==> src/hdl/pff_pkg.sv <==
// Shared types, constants and helper functions for the probe frame filter.
`default_nettype none
package pff_pkg;

    // Frame layout and limits
    localparam logic [15:0] POS_MAX    = 16'hFFFF;
    localparam logic [15:0] HDR_LIMIT  = 16'd1000;
    localparam logic [15:0] HDR_MIN    = 16'd4;
    localparam logic [15:0] ADDR_START = 16'd4;
    localparam logic [15:0] ADDR_END   = 16'd21;
    localparam logic [7:0]  FC_TYPE_MASK = 8'h0C;
    localparam logic [3:0]  STYPE_REQ  = 4'h4;
    localparam logic [3:0]  STYPE_RESP = 4'h5;

    // Timer
    localparam int TICK_WIDTH = 32;
    localparam logic [TICK_WIDTH-1:0] TICK_MAX = {TICK_WIDTH{1'b1}};

    // Event queue between parser and timer
    localparam int QDEPTH = 4;
    localparam int QPTR_W = $clog2(QDEPTH);
    localparam int QCNT_W = $clog2(QDEPTH + 1);

    // Stream widths
    localparam int MAC_W     = 48;
    localparam int S_TDATA_W = 8;
    localparam int S_TUSER_W = 2;
    localparam int M_TDATA_W = 40;
    localparam int M_TUSER_W = 2;

    typedef enum logic {
        OP_BYTE = 1'b0,
        OP_TICK = 1'b1
    } t_opcode;

    typedef enum logic [1:0] {
        KIND_NONE = 2'd0,
        KIND_REQ  = 2'd1,
        KIND_RESP = 2'd2
    } t_kind;

    // One queue entry: a tick, or the verdict of a finished frame
    typedef struct packed {
        logic  is_tick;
        t_kind kind;
    } t_evt;

    typedef struct packed {
        logic [15:0] pos;
        logic [15:0] hlen;
        logic [7:0]  ctrl;
        logic        rej;
        logic [2:0]  match;
    } t_frame_st;

    localparam t_frame_st FRAME_FRESH = '{
        pos: 16'd0, hlen: 16'd0, ctrl: 8'd0, rej: 1'b0, match: 3'b111
    };

    typedef struct packed {
        logic [1:0] a;   // which address field
        logic [2:0] b;   // byte within that field
    } t_slot;

    // Map a byte offset within the three address fields to field and byte.
    function automatic t_slot addr_slot(input logic [4:0] x);
        t_slot s;
        if (x >= 5'd12) begin
            s.a = 2'd2;
            s.b = 3'(x - 5'd12);
        end else if (x >= 5'd6) begin
            s.a = 2'd1;
            s.b = 3'(x - 5'd6);
        end else begin
            s.a = 2'd0;
            s.b = 3'(x);
        end
        return s;
    endfunction

    // First byte on the air sits in the top byte of the address.
    function automatic logic [7:0] mac_byte(input logic [MAC_W-1:0] mac,
                                            input logic [2:0] b);
        logic [7:0] v;
        case (b)
            3'd0:    v = mac[47:40];
            3'd1:    v = mac[39:32];
            3'd2:    v = mac[31:24];
            3'd3:    v = mac[23:16];
            3'd4:    v = mac[15:8];
            3'd5:    v = mac[7:0];
            default: v = 8'h00;
        endcase
        return v;
    endfunction

endpackage
`default_nettype wire

==> src/hdl/pff_front.sv <==
// Byte parser: checks the radiotap preamble, decodes the frame and queues verdicts and ticks.
`default_nettype none
module pff_front (
    input  wire logic                      i_clk,
    input  wire logic                      i_rst_n,
    input  wire logic                      i_cfg_wen,
    input  wire logic [pff_pkg::MAC_W-1:0] i_cfg_wdata,
    input  wire logic                      i_valid,
    input  wire logic                      i_opcode,
    input  wire logic [7:0]                i_data,
    input  wire logic                      i_first,
    input  wire logic                      i_last,
    output logic                           o_ready,
    input  wire logic                      i_q_full,
    output logic                           o_push,
    output pff_pkg::t_evt                  o_push_evt
);
    import pff_pkg::*;

    logic [MAC_W-1:0] r_mac;
    t_frame_st        r_fr;
    t_frame_st        n_fr;

    always_ff @(posedge i_clk) begin
        if (!i_rst_n) begin
            r_mac <= '0;
            r_fr  <= FRAME_FRESH;
        end else begin
            if (i_cfg_wen) begin
                r_mac <= i_cfg_wdata;
            end
            r_fr <= n_fr;
        end
    end

    assign o_ready = !i_q_full;

    always_comb begin
        t_frame_st   base;
        t_frame_st   upd;
        logic [15:0] idx;
        logic [15:0] h3;
        logic [15:0] off;
        t_slot       sl;
        logic [16:0] addr_end;
        logic        ok;
        t_kind       kind;

        base = i_first ? FRAME_FRESH : r_fr;
        upd  = base;
        idx  = base.pos;
        h3   = {i_data, base.hlen[7:0]};
        off  = idx - base.hlen;
        sl   = addr_slot(5'(off - ADDR_START));

        if (idx != POS_MAX) begin
            upd.pos = idx + 16'd1;
            case (idx)
                16'd0, 16'd1: begin
                    if (i_data != 8'h00) begin
                        upd.rej = 1'b1;
                    end
                end
                16'd2: begin
                    upd.hlen = {8'h00, i_data};
                end
                16'd3: begin
                    upd.hlen = h3;
                    if (h3 > HDR_LIMIT || h3 < HDR_MIN) begin
                        upd.rej = 1'b1;
                    end
                end
                default: begin
                    if (idx >= base.hlen) begin
                        if (off == 16'd0) begin
                            upd.ctrl = i_data;
                            if ((i_data & FC_TYPE_MASK) != 8'h00 ||
                                (i_data[7:4] != STYPE_REQ && i_data[7:4] != STYPE_RESP)) begin
                                upd.rej = 1'b1;
                            end
                        end else if (off >= ADDR_START && off <= ADDR_END) begin
                            if (i_data != mac_byte(r_mac, sl.b)) begin
                                upd.match[sl.a] = 1'b0;
                            end
                        end
                    end
                end
            endcase
        end

        // addr3 must end inside the saturating position range and no later than the last byte
        addr_end = {1'b0, upd.hlen} + {1'b0, ADDR_END};
        ok = !upd.rej && (addr_end < {1'b0, POS_MAX}) && ({1'b0, idx} >= addr_end)
             && (upd.match != 3'b000);

        kind = KIND_NONE;
        if (ok) begin
            case (upd.ctrl[7:4])
                STYPE_REQ:  kind = KIND_REQ;
                STYPE_RESP: kind = KIND_RESP;
                default:    kind = KIND_NONE;
            endcase
        end

        n_fr       = r_fr;
        o_push     = 1'b0;
        o_push_evt = '{is_tick: 1'b1, kind: KIND_NONE};
        if (i_valid && !i_q_full) begin
            if (i_opcode == OP_TICK) begin
                o_push = 1'b1;
            end else if (i_last) begin
                // close the frame and queue its verdict
                n_fr       = FRAME_FRESH;
                o_push     = 1'b1;
                o_push_evt = '{is_tick: 1'b0, kind: kind};
            end else begin
                n_fr = upd;
            end
        end
    end

endmodule
`default_nettype wire

==> src/hdl/pff_fifo.sv <==
// Short event queue between the parser and the timer.
`default_nettype none
module pff_fifo (
    input  wire logic          i_clk,
    input  wire logic          i_rst_n,
    input  wire logic          i_push,
    input  wire pff_pkg::t_evt i_push_evt,
    output logic               o_full,
    output logic               o_valid,
    output pff_pkg::t_evt      o_head,
    input  wire logic          i_pop
);
    import pff_pkg::*;

    t_evt              r_mem [QDEPTH];
    logic [QPTR_W-1:0] r_wp;
    logic [QPTR_W-1:0] r_rp;
    logic [QCNT_W-1:0] r_cnt;
    logic              do_push;
    logic              do_pop;

    assign o_full  = (r_cnt == QCNT_W'(QDEPTH));
    assign o_valid = (r_cnt != '0);
    assign o_head  = r_mem[r_rp];
    assign do_push = i_push && !o_full;
    assign do_pop  = i_pop && o_valid;

    always_ff @(posedge i_clk) begin
        if (do_push) begin
            r_mem[r_wp] <= i_push_evt;
        end
    end

    always_ff @(posedge i_clk) begin
        if (!i_rst_n) begin
            r_wp  <= '0;
            r_rp  <= '0;
            r_cnt <= '0;
        end else begin
            if (do_push) begin
                r_wp <= r_wp + 1'b1;
            end
            if (do_pop) begin
                r_rp <= r_rp + 1'b1;
            end
            case ({do_push, do_pop})
                2'b10:   r_cnt <= r_cnt + 1'b1;
                2'b01:   r_cnt <= r_cnt - 1'b1;
                default: r_cnt <= r_cnt;
            endcase
        end
    end

endmodule
`default_nettype wire

==> src/hdl/pff_back.sv <==
// Tick timer and result register: applies queued events in order.
`default_nettype none
module pff_back (
    input  wire logic     i_clk,
    input  wire logic     i_rst_n,
    input  wire logic     i_q_valid,
    input  wire pff_pkg::t_evt i_q_head,
    output logic          o_pop,
    input  wire logic     i_m_tready,
    output logic          o_m_tvalid,
    output pff_pkg::t_kind o_kind,
    output logic [31:0]   o_delay,
    output logic          o_req_seen
);
    import pff_pkg::*;

    logic [TICK_WIDTH-1:0] r_elapsed;
    logic [TICK_WIDTH-1:0] n_elapsed;
    logic                  r_req;
    logic                  n_req;
    logic                  r_out_valid;
    logic                  n_out_valid;
    t_kind                 r_kind;
    t_kind                 n_kind;
    logic [31:0]           r_delay;
    logic [31:0]           n_delay;
    logic                  r_seen;
    logic                  n_seen;
    logic [63:0]           elapsed_ext;
    logic [31:0]           elapsed_sat;
    logic                  out_free;

    assign elapsed_ext = 64'(r_elapsed);
    assign elapsed_sat = (elapsed_ext > 64'h0000_0000_FFFF_FFFF) ? 32'hFFFF_FFFF
                                                                  : elapsed_ext[31:0];
    assign out_free    = !r_out_valid || i_m_tready;
    // ticks never wait on the output side
    assign o_pop       = i_q_valid && (i_q_head.is_tick || out_free);

    always_comb begin
        n_elapsed   = r_elapsed;
        n_req       = r_req;
        n_out_valid = r_out_valid && !i_m_tready;
        n_kind      = r_kind;
        n_delay     = r_delay;
        n_seen      = r_seen;
        if (o_pop) begin
            if (i_q_head.is_tick) begin
                if (r_elapsed != TICK_MAX) begin
                    n_elapsed = r_elapsed + 1'b1;
                end
            end else begin
                n_out_valid = 1'b1;
                case (i_q_head.kind)
                    KIND_REQ: begin
                        n_elapsed = '0;
                        n_req     = 1'b1;
                        n_kind    = KIND_REQ;
                        n_delay   = 32'd0;
                        n_seen    = 1'b1;
                    end
                    KIND_RESP: begin
                        n_kind  = KIND_RESP;
                        n_delay = elapsed_sat;
                        n_seen  = r_req;
                    end
                    default: begin
                        n_kind  = KIND_NONE;
                        n_delay = 32'd0;
                        n_seen  = r_req;
                    end
                endcase
            end
        end
    end

    always_ff @(posedge i_clk) begin
        if (!i_rst_n) begin
            r_elapsed   <= '0;
            r_req       <= 1'b0;
            r_out_valid <= 1'b0;
        end else begin
            r_elapsed   <= n_elapsed;
            r_req       <= n_req;
            r_out_valid <= n_out_valid;
        end
    end

    always_ff @(posedge i_clk) begin
        r_kind  <= n_kind;
        r_delay <= n_delay;
        r_seen  <= n_seen;
    end

    assign o_m_tvalid = r_out_valid;
    assign o_kind     = r_kind;
    assign o_delay    = r_delay;
    assign o_req_seen = r_seen;

endmodule
`default_nettype wire

==> src/hdl/probe_frame_filter_timer.sv <==
// Top level: probe request/response filter with response timer.
// Throughput: one byte or tick per cycle; the parser takes a transaction every cycle
// while the four-entry event queue has room.
// Results: a frame's verdict is written into the queue when its last byte is accepted,
// then the timer and result register take it from the queue head once nothing waits ahead
// of it and the output is free; ticks and non-final bytes give no result.
// Reset (synchronous, active low) clears the parser, queue, timer and station address.
`default_nettype none
module probe_frame_filter_timer (
    input  wire logic                          i_clk,
    input  wire logic                          i_rst_n,
    input  wire logic                          i_cfg_wen,
    input  wire logic [pff_pkg::MAC_W-1:0]     i_cfg_wdata,
    input  wire logic                          i_s_axis_tvalid,
    output logic                               o_s_axis_tready,
    input  wire logic [pff_pkg::S_TDATA_W-1:0] i_s_axis_tdata,  // [7:0] data_byte
    input  wire logic [pff_pkg::S_TUSER_W-1:0] i_s_axis_tuser,  // [0] opcode, [1] first_byte
    input  wire logic                          i_s_axis_tlast,  // last_byte
    output logic                               o_m_axis_tvalid,
    input  wire logic                          i_m_axis_tready,
    output logic [pff_pkg::M_TDATA_W-1:0]      o_m_axis_tdata,  // [31:0] delay_ticks,
                                                                // [32] request_seen
    output logic [pff_pkg::M_TUSER_W-1:0]      o_m_axis_tuser   // [1:0] frame_kind
);
    import pff_pkg::*;

    logic        q_full;
    logic        q_push;
    t_evt        q_push_evt;
    logic        q_valid;
    t_evt        q_head;
    logic        q_pop;
    t_kind       out_kind;
    logic [31:0] out_delay;
    logic        out_seen;

    pff_front u_front (
        .i_clk      (i_clk),
        .i_rst_n    (i_rst_n),
        .i_cfg_wen  (i_cfg_wen),
        .i_cfg_wdata(i_cfg_wdata),
        .i_valid    (i_s_axis_tvalid),
        .i_opcode   (i_s_axis_tuser[0]),
        .i_data     (i_s_axis_tdata),
        .i_first    (i_s_axis_tuser[1]),
        .i_last     (i_s_axis_tlast),
        .o_ready    (o_s_axis_tready),
        .i_q_full   (q_full),
        .o_push     (q_push),
        .o_push_evt (q_push_evt)
    );

    pff_fifo u_fifo (
        .i_clk     (i_clk),
        .i_rst_n   (i_rst_n),
        .i_push    (q_push),
        .i_push_evt(q_push_evt),
        .o_full    (q_full),
        .o_valid   (q_valid),
        .o_head    (q_head),
        .i_pop     (q_pop)
    );

    pff_back u_back (
        .i_clk     (i_clk),
        .i_rst_n   (i_rst_n),
        .i_q_valid (q_valid),
        .i_q_head  (q_head),
        .o_pop     (q_pop),
        .i_m_tready(i_m_axis_tready),
        .o_m_tvalid(o_m_axis_tvalid),
        .o_kind    (out_kind),
        .o_delay   (out_delay),
        .o_req_seen(out_seen)
    );

    assign o_m_axis_tdata = {7'd0, out_seen, out_delay};
    assign o_m_axis_tuser = out_kind;

endmodule
`default_nettype wire

==> config.mk <==
export PLATFORM = sky130hd
export DESIGN_NAME = probe_frame_filter_timer
export DESIGN_NICKNAME = d
export VERILOG_FILES = /design/src/hdl/pff_pkg.sv /design/src/hdl/pff_front.sv /design/src/hdl/pff_fifo.sv /design/src/hdl/pff_back.sv /design/src/hdl/probe_frame_filter_timer.sv
export SDC_FILE = /design/constraint.sdc
export NUM_CORES = 1
export LEC_CHECK = 0
export BUFFER_PORTS_ARGS = -buffer_cell sky130_fd_sc_hd__buf_2
export CORE_UTILIZATION = 25
export CTS_CLUSTER_SIZE = 12
export DETAILED_ROUTE_END_ITERATION = 7
export GPL_TIMING_DRIVEN = 0
export PLACE_DENSITY = 0.51
export SETUP_SLACK_MARGIN = 0.15
export SLEW_MARGIN = 20
export SYNTH_ARGS = -nofsm -noshare
export SYNTH_HDL_FRONTEND = slang
export SYNTH_SLANG_ARGS = --single-unit
==> constraint.sdc <==
create_clock -name i_clk -period 5.7 [get_ports i_clk]
set_input_delay 0 -clock i_clk [delete_from_list [all_inputs] [get_ports i_clk]]
set_output_delay 0 -clock i_clk [all_outputs]
set_load 0.02 [all_outputs]
==> After elaboration in Yosys (flattened, before gate mapping) <==
Memory sizes are Yosys's and may differ from the RTL's. A register that Yosys moved wholly into a read port is not among the register bits.
Index checks and enable logic that the tools add are counted.
{ "word_totals": {"regBits": 168, "mem_bits_rw": 12, "input_bits": 64, "output_inout_bits": 44, "elab_cells": 143, "memories": 1} }
{ "classes": {"n_addsub": 11, "n_lt_le_gt_ge": 12, "eq_ne": 21, "muxes": 46, "n_bitwise": 4, "n_reduce_logical": 33} }
{ "mem_list": {"columns": ["memory", "words", "width", "read_ports", "rd_clocked_by_memory_dff", "write_ports", "line", "rtl"], "rows": [
  ["u_fifo.r_mem", 4, 3, 1, 1, 1, "pff_fifo.sv:15", "t_evt r_mem [QDEPTH];"]
]} }
{ "ops": {"columns": ["cell", "count"], "rows": [
  ["two-way mux 44 bit", 3],
  ["two-way mux 32 bit", 4],
  ["two-way mux 8 bit", 6],
  ["case mux 8 bit (6 select lines)", 1],
  ["adder 32 x 1 -> 32 bit, second input constant", 1],
  ["equality test 16 x 2 -> 1 bit, second input constant", 2],
  ["greater-than comparator 32 bit, second input constant", 1],
  ["logical NOT 16 bit", 2],
  ["!= test 32 bit, second input constant", 1],
  ["case mux 16 bit (2 select lines)", 1],
  ["two-way mux 3 bit", 7],
  ["adder 16 x 5 -> 17 bit, second input constant", 1],
  ["greater-or-equal comparator 16 x 17 -> 1 bit", 1],
  ["< comparator 17 x 16 -> 1 bit, second input constant", 1],
  ["adder 16 x 1 -> 16 bit, second input constant", 1],
  ["equality test 16 x 1 -> 1 bit, second input constant", 1],
  ["greater-or-equal comparator 16 bit", 1],
  ["greater-or-equal comparator 16 x 3 -> 1 bit, second input constant", 1],
  ["greater-than comparator 16 x 10 -> 1 bit, second input constant", 1],
  ["less-or-equal comparator 16 x 5 -> 1 bit, second input constant", 1],
  ["< comparator 16 x 3 -> 1 bit, second input constant", 1],
  ["!= test 16 bit, second input constant", 1],
  ["nonzero test 8 bit", 2],
  ["subtractor 16 bit", 1],
  ["41 further kinds", 84]
]} }

==> Longest topological paths before layout <==
Gate-level depths: netlist (run 1).
{ "depth": {"word_depth": 29, "depth_mapped": 24, "depth_no_buf": 22} }

==> Hierarchy <==
Synthesis (run 1) repeated with hierarchy kept, for this count alone.
{ "hier_totals": {"cells_unflattened": 1331, "area_unflattened_um2": 11658.7} }
{ "by_module_without_submodules": {"columns": ["module", "instances", "cells_each", "area_each_um2", "seq_area_each_um2"], "rows": [
  ["pff_front", 1, 930, 7317.0, 1761.7],
  ["pff_back", 1, 325, 3350.7, 1731.7],
  ["pff_fifo", 1, 67, 927.1, 540.5],
  ["probe_frame_filter_timer", 1, 9, 63.8, 0.0]
]} }

==> Worst setup path after synthesis (run 1) <==
Ideal clock, no wire load.
{ "synth_timing": {"kind": "input to register", "from": "input i_s_axis_tuser[1] (netlist name)", "to": "memory u_fifo.r_mem[0][0] (netlist name) (data pin)", "setup_time_ns": 0.290, "arrival_ns": 5.340, "t_required_ns": 5.410, "slack_ns": 0.069, "path_stages": 21, "path_buffers": 4, "path_cell_list": "clkbuf_1 > inv_1 > clkbuf_1 > clkbuf_1 > nand2_1 > ha_1 > fa_1 > xnor2_2 > inv_4 > ha_1 > xnor2_1 > xnor2_2 > buf_6 > o21ai_4 > a221oi_2 > or3b_4 > a2111oi_4 > o21ai_2 > o31ai_4 > o22ai_1 > a2111oi_0"} }
{ "synth_lines": {"columns": ["item", "line", "rtl"], "rows": [
  ["from (decl)", "probe_frame_filter_timer.sv:17", "input wire logic [pff_pkg::S_TUSER_W-1:0] i_s_axis_tuser,"],
  ["to (decl)", "pff_fifo.sv:15", null]
]} }

==> results.tsv, run 1 <==
metric	value	unit
p_per_area	244	nW/µm²
setup_viol	0	
design.die.area	43800	µm²
max_slew_margin	39.2	%
arrival	5540	ps
diodes	0	
yosysTopAreaCell	dfxtp_1	
numCtsBuffers	17	
drive_above_1_share	17.5	%
p_leak	5.08	nW
hold_ws	58.5	ps
synth_ff_type	dfxtp_1	
cp-start-kind	flip-flop	
area_growth	26.1	%
synth_top_area_share	24.4	%
drc	0	
grt_pass1_wl	50.7	mm
path_buf_inv	3	
postSynth.asyncResetShare	0	%
syn_area	10700	µm²
clock-sinks	178	
hold_violations	0	
ys_warn_count	0	
max_freq	188	MHz
clkTransAtPathRegs	70	ps
avgSynthCellArea	8.96	µm²
fin_area	13500	µm²
yosys_register_bits	178	
clk_latency	460	ps
hold_path.class	primary input to flip-flop	
clock_path_buffers	2	
wl	32.4	mm
crit_type	flip-flop to flip-flop	
skew	8.16	ps
seq_area_frac_synth	37.6	%
port_buffers	94	
cap_violations	0	
crit_chain	buf_4, nand2_1, ha_1, fa_2, xnor2_4, inv_4, ha_2, xnor2_4, xnor2_4, buf_6, o21ai_4, a221oi_2, or3b_4, a2111oi_4, o21ai_2, o31ai_4, o22ai_2, a2111oi_4	
r2r_slack	370	ps
synthTopCellsByArea	dfxtp_1, edfxtp_1, nor2b_1	
cts_tree	done	
dpl.hpwl	24.3	mm
ioPinCount	108	
cp-end-kind	flip-flop	
post_dp_cell_area	11900	µm²
core-area	42100	µm²
vdd_ir_drop_max	184	µV
avgRoutedWirePerCell	16.8	µm
post-synth-top-count-cell	dfxtp_1	
die_x	209	µm
htree_num_levels	4	
fin_nets	1490	
rows	75	
cp_top_family	compound AO/OA/AOI/OAI gates	
place_congestion	0.909	
cts-root-buf	clkbuf_16	
post_drt_via_cell_ratio	4.91	
die_height	209	µm
start_util	25.5	%
critPathMaxStageDelay	470	ps
drt_first_pass_iters	6	
ant_nets	0	
crit_slowest_cell	a2111oi_4	
overflow	0	
yosysUniqueCellTypes	88	
first_global_vias	9095	
drt_iter0_markers	599	
path_max_fanout	12	
yosys-top-cells-count	dfxtp_1, nor2b_1, nand2_1	
required	5910	ps
vias	9499	
grtUsageTotal	14.9	%
fin_crit	5330	ps
netlist_instances	1198	
synth-edff-count	47	
status	finished clean	
crit_top_cell	xnor2_4	
slew_violations	0	
grt_max_degree	18	
worst_pin_slew	899	ps
antenna_found_initial	0	
rsz0062_at_grt	no	
finalCritPeriodShare	93.5	%
==> cell families (layout without fill, tap and decap cells) <==
family	Yosys count	in the layout	synth area share, %
AOI/OAI and AO/OA	240	240	15.2
xor gates and xnor gates	64	64	5.61
adders and majority gates	44	44	5.27
buffers and inverters	90	280	3.57
DFF	178	178	37.6
muxes	74	74	7.28
other	1	7	0.0349
and+or+nand+nor	507	508	25.5
==> metrics by stage <==
stage               cells  setup TNS [ps]  setup WS (ps)  power [W]  utilization [%]
finish               1934               0            372    0.00331             32.1
global route         1934               0            135    0.00346             32.1
CTS                  1929               0            177    0.00334             31.4
detailed placement   1841          -21020          -2180    0.00213             28.4
global placement     1837          -40410          -2430    0.00211             28.3
floorplan            1204               0            136    0.00191                -
==> final timing paths <==
kind               startpoint                 end  cells after the start
max          u_front.r_fr[28]  u_fifo.r_mem[1][0]                     18
min            i_s_axis_tlast    u_front.r_fr[28]                      4
max reg2reg  u_front.r_fr[28]  u_fifo.r_mem[1][0]                     18
min reg2reg      u_back.r_req        u_back.r_req                      1
==> tightest hold or removal path, stage by stage <==
cell,delay (ps)
buf_2,210
nor3_1,90
a21oi_1,120
nor2b_1,60
==> layout by cell type (no fill, tap or decap), types with 6 or more instances in the layout <==
cell,n
a211oi_1,6
a21o_1,9
a21oi_1,62
a22oi_1,26
and2_1,55
and3_1,7
and4_1,6
buf_2,97
buf_4,24
clkbuf_1,43
clkbuf_16,17
conb_1,7
dfxtp_1,128
dlygate4sd3_1,49
edfxtp_1,47
ha_1,39
inv_1,19
inv_6,6
mux2i_1,68
nand2_1,94
nand3_1,30
nand4_1,19
nor2_1,88
nor2b_1,111
nor3_1,17
nor3b_1,7
nor4_1,7
o21ai_0,54
or2_2,10
or3_1,13
xnor2_1,30
xor2_1,29
==> final cells by class <==
| type | instances | area (µm²) |
|---|---|---|
| multi-input combinational | 937 | 6760 |
| buffer | 69 | 325 |
| fill | 4393 | 28600 |
| clock inverter | 14 | 146 |
| tap | 539 | 674 |
| timing repair buffer | 158 | 1090 |
| sequential | 178 | 4040 |
| clock buffer | 18 | 429 |
| inverter | 21 | 81.3 |
==> sequential cells by signal, summed over array words and instances (netlist names), named ones only <==
name	flops
u_fifo.r_wp	2
u_back.r_req	1
u_back.r_elapsed	32
u_back.o_kind	2
u_back.o_delay	32
u_front.r_fr	40
u_fifo.r_cnt	3
u_front.r_mac	48
u_fifo.r_mem	12
u_back.o_m_tvalid	1
u_fifo.r_rp	2
u_back.o_req_seen	1
==> per-layer routing <==
| metal | wire [µm] | GRT usage, % | part of all wire (%) | vias to the layer above |
|---|---|---|---|---|
| li1 | - | - | - | 4648 |
| met1 | 15000 | 19.8 | 46 | 4543 |
| met2 | 15100 | 24.0 | 47 | 266 |
| met3 | 1730 | 3.13 | 5.3 | 42 |
| met4 | 607 | 4.84 | 1.9 | 0 |
| met5 | 0 | 0 | 0 | - |
==> report_power, final <==
part           switching, W  total (W)  internal (W)
clock network      0.000567    0.00118      0.000616
registers         0.0000533    0.00148       0.00143
logic              0.000391   0.000637      0.000247
==> what timing repair did <==
item                       4_1_cts  5_1_grt
setup endpoints to repair       11        8
pin swaps                        6       13
gates resized for setup         42       53
hold endpoints to repair        49        0
setup buffers                    6        5
gates cloned                     1        0
hold buffers                    49        0
(Power assumes the default switching activity.)
==> run 2, diff against run 1 <==
PLACE_DENSITY = not set   (was 0.51)
==> run 2 against run 1 <==
Compared with the run above: clock-buffer cell count fell by 1; critical endpoint is now u_fifo.r_mem[3][1]; register-to-register slack got worse by 140 ps; via count rose by 0.92%; sequential share of layout area fell by 0.14 points; sequential power barely moved; cell count rose by 0.47%; total power rose by 0.83%.
==> results.tsv, run 2 (synthesis gave the netlist of run 1 again) <==
metric	value	unit	change
max_slew_margin	35.5	%	was 39.2%
worst_pin_slew	968	ps	was 899 ps
fin_crit	5470	ps	was 5330 ps
die_x	209	µm	unchanged
p_leak	5.14	nW	was 5.08 nW
regMostFlops	u_front.r_mac		unchanged
antenna_found_initial	3		was 0
vias	9586		was 9499
swShare	31.8	%	was 30.6%
cp_top_family	compound AO/OA/AOI/OAI gates		unchanged
internal_power	0.00227	W	was 0.00229 W
crit_chain	clkbuf_2, inv_2, clkbuf_2, clkbuf_4, nand2_1, ha_1, fa_2, xnor2_4, inv_4, ha_2, xnor2_4, xnor2_2, buf_6, nor4_2, o311ai_0, o221ai_1, xnor2_1, o21ai_2, o31ai_4, o22ai_4, a2111oi_4		was buf_4, nand2_1, ha_1, fa_2, xnor2_4, inv_4, ha_2, xnor2_4, xnor2_4, buf_6, o21ai_4, a221oi_2, or3b_4, a2111oi_4, o21ai_2, o31ai_4, o22ai_2, a2111oi_4
rows	75		unchanged
p_switching	0.00106	W	was 0.00101 W
final_core_util	32.3	%	was 32.1%
arrival	5680	ps	was 5540 ps
ioPinCount	108		unchanged
hold_path.class	primary input to flip-flop		unchanged
crit_slowest_cell	a2111oi_4		unchanged
cts_tree	done		unchanged
pwr-share-clk	36.2	%	was 35.8%
top_layer_used	met5		was met4
wl_met2	15.1	mm	about the same
cp-end-kind	flip-flop		unchanged
place_congestion	0.954		was 0.909
grt_max_degree	21		was 18
place_ws	-2200	ps	was -2180 ps
post_drt_via_cell_ratio	4.93		was 4.91
area_growth	26.6	%	was 26.1%
finalCritPeriodShare	96.0	%	was 93.5%
numCtsBuffers	17		unchanged
final_common_cell	dfxtp_1		unchanged
grt_pass1_wl	49.9	mm	was 50.7 mm
drive_above_1_share	17.6	%	was 17.5%
core-area	42100	µm²	unchanged
port_buffers	94		unchanged
drc	0		unchanged
design.die.area	43800	µm²	unchanged
hold_ws	59.6	ps	was 58.5 ps
wl	32.0	mm	was 32.4 mm
reg_top3	u_front.r_mac (48), u_front.r_fr (40)		unchanged
comb_power_share	19.2	%	was 19.3%
cp-start-kind	primary input		was flip-flop
largest_reg_flops	48		unchanged
clock-sinks	178		unchanged
hold_violations	0		unchanged
pwr-share-seq	44.6	%	was 44.9%
critPathMaxStageDelay	520	ps	was 470 ps
path_max_fanout	12		unchanged
vdd_ir_drop_max	154	µV	was 184 µV
clock_path_buffers	2		unchanged
worst_slack	228	ps	was 372 ps
path_buf_inv	6		was 3
required	5910	ps	about the same
fin_nets	1497		was 1490
htree_num_levels	4		unchanged
setup_viol	0		unchanged
cts-root-buf	clkbuf_16		unchanged
first_global_vias	9216		was 9095
skew	14.5	ps	was 8.16 ps
drt_iter0_markers	729		was 599
cap_violations	0		unchanged
crit_type	primary input to flip-flop		was flip-flop to flip-flop
status	finished clean		unchanged
ant_nets	0		unchanged
wl_met3	1.92	mm	was 1.73 mm
p_per_area	245	nW/µm²	was 244 nW/µm²
die_height	209	µm	unchanged
avgRoutedWirePerCell	16.5	µm	was 16.8 µm
rsz0062_at_grt	no		unchanged
max_freq	183	MHz	was 188 MHz
final_cell_mix	dfxtp_1, nor2b_1, buf_2		unchanged
clkTransAtPathRegs	80	ps	was 70 ps
overflow	0		unchanged
start_util	25.5	%	unchanged
grtUsageTotal	14.5	%	was 14.9%
slew_violations	0		unchanged
dpl.hpwl	23.8	mm	was 24.3 mm
drt_first_pass_iters	5		was 6
wl_met1	14.3	mm	was 15.0 mm
clk_latency	450	ps	was 460 ps
run 2: cell count changes in the layout (fill, tap and decap cells not counted), sizes merged:
| cell | previous run | this run |
|---|---|---|
| buf | 128 | 132 |
| diode | 0 | 2 |
| bufinv | 1 | 0 |
| clkinvlp | 2 | 1 |
| inv | 28 | 29 |
| clkinv | 4 | 6 |
| clkbuf | 68 | 70 |
run 2: routing by layer:
| layer | GRT usage (%) | vias to the layer above |
|---|---|---|
| met5 | 0 | - |
| met4 | 4.87 | 2 |
| met3 | 3.11 | 46 |
| met2 | 23.4 | 311 |
| met1 | 19.0 | 4560 |
| li1 | - | 4667 |
run 2: through the flow:
stage	std cells	power, W	setup TNS [ps]	cell area [µm²]
finish	1943	0.00333	0	13600
global route	1941	0.00348	0	13600
CTS	1924	0.00335	0	13200
detailed placement	1840	0.00212	-20000	11900
global placement	1837	0.00210	-28770	11900
floorplan	1204	0.00191	0	10800
run 2: tightest hold or removal path: cells and delay by family:
kind	cells	cell delay [ps]
buffers and inverters	1	210
AND/OR/NAND/NOR	2	150
AO/OA/AOI/OAI	1	110
run 2: power by group through the flow:
stage | Combinational [W] | Sequential (W) | Clock (W)
finish | 0.000641 | 0.00149 | 0.00121
global route | 0.000699 | 0.00150 | 0.00128
CTS | 0.000638 | 0.00149 | 0.00123
detailed placement | 0.000608 | 0.00152 | 0
global placement | 0.000583 | 0.00152 | 0
floorplan | 0.000320 | 0.00159 | 0
run 2: path summary, 6_finish.rpt:
kind | to | slack, ps | start | cells past startpoint
hold reg to reg | u_back.r_req | 480 | u_back.r_req | 1
hold / removal | u_front.r_fr[28] | 60 | i_s_axis_tlast | 4
setup / recovery | u_fifo.r_mem[3][1] | 230 | i_s_axis_tuser[1] | 21
setup reg to reg | u_fifo.r_mem[3][1] | 230 | u_front.r_fr[28] | 18
run 2: cell type report:
class                      instances  area (µm²)
tap                              539         674
multi-input combinational        937        6730
buffer                            69         322
fill                            4335       28500
inverter                          21        81.3
clock buffer                      17         425
sequential                       178        4040
timing repair buffer             165        1140
antenna                            2        5.00
clock inverter                    15         183
run 2: what timing repair did:
action | 4_1_cts | 5_1_grt
hold buffers | 49 | 0
pin swaps | 4 | 11
setup endpoints to repair | 11 | 8
gates cloned | 0 | 1
resized for setup | 31 | 53
buffers inserted | 3 | 16
hold endpoints to repair | 49 | 0
